$ cat config.mk
export PLATFORM = sky130hd
export DESIGN_NAME = gptq_mdu
export DESIGN_NICKNAME = d
export VERILOG_FILES = /design/src/rtl/gptq_pkg.sv /design/src/rtl/gptq_mdu.sv
export SDC_FILE = /design/constraint.sdc
export NUM_CORES = 1
export LEC_CHECK = 0
export ABC_AREA = 0
export BUFFER_PORTS_ARGS = -buffer_cell sky130_fd_sc_hd__buf_2
export CORE_MARGIN = 2
export CORE_UTILIZATION = 30
export CTS_CLUSTER_DIAMETER = 200
export DETAILED_ROUTE_END_ITERATION = 16
export HOLD_SLACK_MARGIN = 0.12
export PLACE_DENSITY = 0.52
export SYNTH_ARGS = -nofsm -noshare
export SYNTH_HDL_FRONTEND = slang
export SYNTH_SLANG_ARGS = --single-unit
$ cat constraint.sdc
create_clock -name clk -period 7.8 [get_ports clk]
set_input_delay 0.78 -clock clk [delete_from_list [all_inputs] [get_ports clk]]
set_output_delay 0.78 -clock clk [all_outputs]
set_load 0.005 [all_outputs]
$ cat src/rtl/gptq_pkg.sv
// ----------------------------------------------------------------------------
// gptq_pkg
// Shared types and codes for the ternary quantizer: request kinds, register
// indexes, sequencer states and the control bundle of the arithmetic unit.
// ----------------------------------------------------------------------------
package gptq_pkg;

  localparam logic [1:0] REQ_WR_WEIGHT = 2'd0;
  localparam logic [1:0] REQ_WR_HINV   = 2'd1;
  localparam logic [1:0] REQ_RUN       = 2'd2;
  localparam logic [1:0] REQ_RD_CODE   = 2'd3;

  localparam logic [1:0] REG_ALPHA = 2'd0;
  localparam logic [1:0] REG_ROWS  = 2'd1;
  localparam logic [1:0] REG_COLS  = 2'd2;

  localparam int FRAC = 16;

  typedef enum logic [3:0] {
    ST_IDLE,
    ST_RDCODE,
    ST_COL,
    ST_DIAG,
    ST_ROW,
    ST_QNT,
    ST_DIV,
    ST_UPD,
    ST_MULS,
    ST_MUL
  } state_t;

  typedef struct packed {
    logic start;
    logic is_div;
  } mdu_ctl_t;

endpackage

$ cat src/rtl/gptq_mdu.sv
// ----------------------------------------------------------------------------
// gptq_mdu
// Shared iterative unit: unsigned shift-add multiply (one bit per cycle) or
// restoring divide (one quotient bit per cycle).
// ----------------------------------------------------------------------------
module gptq_mdu #(
  parameter int VB = 32
) (
  input  logic                   clk,
  input  logic                   rst,
  input  gptq_pkg::mdu_ctl_t     ctl,
  input  logic [VB+16:0]         op_a,
  input  logic [VB-1:0]          op_b,
  output logic                   done,
  output logic [2*VB-1:0]        prod,
  output logic [VB+16:0]         quo
);
  import gptq_pkg::*;

  localparam int NW = VB + 17;
  localparam int CW = $clog2(NW + 1);

  logic          busy;
  logic          is_div;
  logic [CW-1:0] cnt;
  logic [VB-1:0] mcand;
  logic [VB-1:0] rem;
  logic [VB:0]   psum;
  logic [VB:0]   trial;
  logic          fits;

  always_comb begin
    psum  = {1'b0, prod[2*VB-1:VB]} + (prod[0] ? {1'b0, mcand} : '0);
    trial = {rem, quo[NW-1]};
    fits  = trial >= {1'b0, mcand};
  end

  always_ff @(posedge clk) begin
    if (rst) begin
      busy <= 1'b0;
      done <= 1'b0;
      cnt  <= '0;
    end else begin
      done <= 1'b0;
      if (ctl.start) begin
        busy   <= 1'b1;
        is_div <= ctl.is_div;
        cnt    <= ctl.is_div ? CW'(NW) : CW'(VB);
      end else if (busy) begin
        cnt <= cnt - 1'b1;
        if (cnt == CW'(1)) begin
          busy <= 1'b0;
          done <= 1'b1;
        end
      end
    end
  end

  always_ff @(posedge clk) begin
    if (ctl.start) begin
      mcand <= op_b;
      if (ctl.is_div) begin
        quo <= op_a;
        rem <= '0;
      end else begin
        prod <= {{VB{1'b0}}, op_a[VB-1:0]};
      end
    end else if (busy) begin
      if (is_div) begin
        rem <= fits ? VB'(trial - {1'b0, mcand}) : trial[VB-1:0];
        quo <= {quo[NW-2:0], fits};
      end else begin
        prod <= {psum, prod[VB-1:1]};
      end
    end
  end
endmodule

==> results.txt <==
antenna violations before repair: 4
crit-path most repeated cell: a21o_1
gate count after technology mapping: 1097
Setup Slack @ Placement: 3.77 ns
Worst R2R Path Depth: 10
NumNets Final: 1423
sequential element share of the synthesized area: 49.4%
TritonCTS Sinks: 186
Sum Neg Setup Slack: 0 ns
synthesized area: 11200 sq um
Rel. slew slack: 34.2%
total inserted antenna cells: 0
Achievable Freq: 0.242 GHz
result of the run: finished, final reports clean
Filler cells: 3777
core utilization of the finished layout: 35.9%
critical path peak fanout: 33
CTS tree: yes
Placed Area: 12600 sq um
average instance area after synthesis: 10.2 sq um
Data required, critical path: 8.00 ns
number of storage elements in the synthesis netlist: 186
Global Route Usage Sum: 16.4%
global route total overflow: 0
startpoint type of the worst setup path: flop
count of final setup violators: 0
per-cell routed wire length: 18.0 um
worst hold-check path type: in -> reg
top-level I/O count: 199
area inside the core boundary: 36600 sq um
total nets after synthesis: 1250
Arrival @ worst endpoint: 4.33 ns
maximum clock skew at final layout: 0.0122 ns
placer congestion estimate: 0.848
setup repair after global routing missed its margin: false
number of I/O port buffers: 198
count of synthesis-stage warnings from yosys: 0
height of the chip: 197 um
initial core utilization: 30.5%
drt initial violations: 485
largest net degree at the start of global routing: 106
leakage power: 5.60 nW
share of final-layout standard cells stronger than drive strength 1: 21.6%
placed cell count: 1719
Post-synth top flop: edfxtp_1
switching share of power: 33.0%
clock root buffer master: clkbuf_16
Max VDD drop: 0.193 mV
area of all placed cells without fillers: 13100 sq um
number of nets still failing antenna checks after routing: 0
row count: 70
Crit path max-delay family: compound AO/OA/AOI/OAI gates
sort of element at the end of the critical path: flop
number of max-cap violations: 0
origin of the worst setup path: prod[0]
Critical path buffers and inverters: 0
destination of the worst register-to-register timing path: prod[58]
total setup buffers inserted after CTS: 0
launch instance of the worst register-to-register path: prod[0]
FFs w/ async S/R, synth: 0%
sequential cell fraction of total power: 44.0%
slack of the critical path: 3.66 ns
start-to-end type of the worst setup path: reg -> reg
part of the power in combinational logic: 27.0%
CTS resizes: 0
wire length of the first global-routing pass: 49000 um
area growth from synthesis to final layout: 17.7%
non-filler instance count after layout: 1750
wirelength, routed: 31400 um
Max stage delay cell, worst path: edfxtp_1
delay contributed by the slowest stage of the critical path: 1.00 ns
vias in the first global route: 8638
number of stages on the worst setup path: 10
die footprint: 38700 sq um
number of enable-type register cells in the synthesized netlist: 178
min cycle time layout: 4.14 ns
setup slack on the worst flop-to-flop path: 3.66 ns
via count of the routed design: 8800
hold_buf cts: 0
destination of the critical timing path: prod[58]
number of hold violations in the final report: 0
switching power: 959 uW
H-tree lvl count: 4
total count of max-transition violations in the final report: 0
share of the clock period used by the worst path after layout: 53.1%
clock transition at the registers of the reported paths: 0.07 ns
drt drc: 0
width of the chip: 197 um
cell-by-cell listing of the critical path: and2_1 -> ha_1 -> a21o_1 -> a21o_1 -> a211oi_1 -> o21ai_1 -> a2111oi_2 -> nor2_1 -> a41oi_2 -> mux2_1
areal power density over the cells: 221 nW/um^2
share of total power in the clock network: 29.0%
clock latency reported for the late side of the worst-skew pair: 0.45 ns
vias per inst: 5.03
internal power: 1.94 mW
number of distinct library cells after synthesis: 71
placed wire-length estimate after detailed placement: 23000 um
transition time at the pin with the least slew margin: 0.986 ns
detailed-router iteration count before antenna repair: 5
largest buffer count on any clock path: 2
number of buffers added by the clock tree synthesis step: 17
==> area by class of cell <==
cell class / count / area, sq um / share of cell area, %
clock buffers: 18 / 429 / 3.27
clock inverters: 13 / 106 / 0.810
inverters: 114 / 428 / 3.26
multi-input cells: 747 / 5030 / 38.3
flip-flops and latches: 186 / 5510 / 41.9
well taps: 468 / 586 / 4.46
repair buffers: 204 / 1040 / 7.94
==> power by group through the flow <==
stage | registers [mW] | logic, mW | clock network [mW]
final | 1.28 | 0.783 | 0.841
after global routing | 1.29 | 0.887 | 0.897
after CTS | 1.28 | 0.785 | 0.866
after detailed placement | 1.30 | 0.780 | 0
after global placement | 1.30 | 0.775 | 0
after floorplan | 1.28 | 0.562 | 0
==> through the flow <==
stage | power, mW | hold WS (ns)
after floorplan | 1.84 | 0.493
after global placement | 2.07 | 0.509
after detailed placement | 2.08 | 0.520
after CTS | 2.93 | 0.475
after global routing | 3.07 | 0.476
final | 2.90 | 0.503
==> Yosys cell counts, types with 5 or more instances <==
| cell | count | area [sq um] |
|---|---|---|
| and4_1 | 5 | 43.8 |
| nand2b_1 | 5 | 31.3 |
| nor4_1 | 5 | 31.3 |
| edfxtp_1 | 178 | 5350 |
| buf_1 | 7 | 26.3 |
| xor2_1 | 20 | 175 |
| o21a_1 | 11 | 82.6 |
| dfxtp_1 | 8 | 160 |
| nand4_1 | 11 | 68.8 |
| ha_1 | 66 | 826 |
| nor2_1 | 70 | 263 |
| a211oi_1 | 13 | 97.6 |
| a31oi_1 | 13 | 81.3 |
| nand2_1 | 110 | 413 |
| nand3_1 | 19 | 95.1 |
| buf_2 | 7 | 35.0 |
| o2111ai_1 | 5 | 43.8 |
| nor2b_1 | 8 | 50.1 |
| nor3_1 | 20 | 100 |
| a21oi_1 | 67 | 335 |
| o21bai_1 | 6 | 45.0 |
| o21ai_0 | 91 | 455 |
| xnor2_1 | 23 | 201 |
| inv_1 | 114 | 428 |
| a21o_1 | 37 | 278 |
| and2_1 | 35 | 219 |
| clkbuf_1 | 32 | 120 |
| mux2_2 | 21 | 236 |
| o211ai_1 | 6 | 45.0 |
==> how the worst min path moves through the flow <==
stage / startpoint / end / cells after the start
floorplan: cnt[1] / cnt[1] / 2
global placement: cnt[1] / cnt[1] / 2
detailed placement: cnt[1] / cnt[1] / 2
CTS: op_b[10] / mcand[10] / 1
global route: op_b[5] / mcand[5] / 1
finish: op_b[3] / mcand[3] / 1
==> layer usage <==
layer	track usage, %	wire length (um)	vias to the layer above
li1	-	-	4305
met1	21.8	14600	4190
met2	24.6	13600	256
met3	6.13	2460	41
met4	5.40	721	8
met5	0	59	-
==> logic make-up after synthesis <==
logic type / Yosys count / share of synthesized area [%]
and+or+nand+nor: 320 / 14.0
AOI/OAI and AO/OA: 291 / 17.2
DFF: 186 / 49.4
buffers and inverters: 164 / 5.81
adders and majority gates: 68 / 7.76
xor gates and xnor gates: 43 / 3.38
muxes: 25 / 2.49
==> flip-flops by register name, indices dropped and copies added, names as in the netlist <==
name,flops
rem,32
cnt,6
is_div,1
busy,1
done,1
quo,49
prod,64
mcand,32
==> cell usage in the layout (no fill, tap or decap), drive strengths merged, types with 23 or more instances in the layout <==
| master | instances |
|---|---|
| xnor2 | 23 |
| edfxtp | 178 |
| buf | 204 |
| a21o | 37 |
| nor2 | 70 |
| a21oi | 69 |
| inv | 121 |
| o21ai | 93 |
| ha | 66 |
| and2 | 36 |
| nand2 | 110 |
==> worst reg2reg max path, cell delays in order, from the launching register on <==
cell and delay [ns]:
edfxtp_1 1.00, and2_1 0.30, ha_1 0.24, a21o_1 0.15, a21o_1 0.21, a211oi_1 0.33
o21ai_1 0.23, a2111oi_2 0.65, nor2_1 0.20, a41oi_2 0.24, mux2_1 0.33
Note: power is estimated with default switching activity, not from simulation.
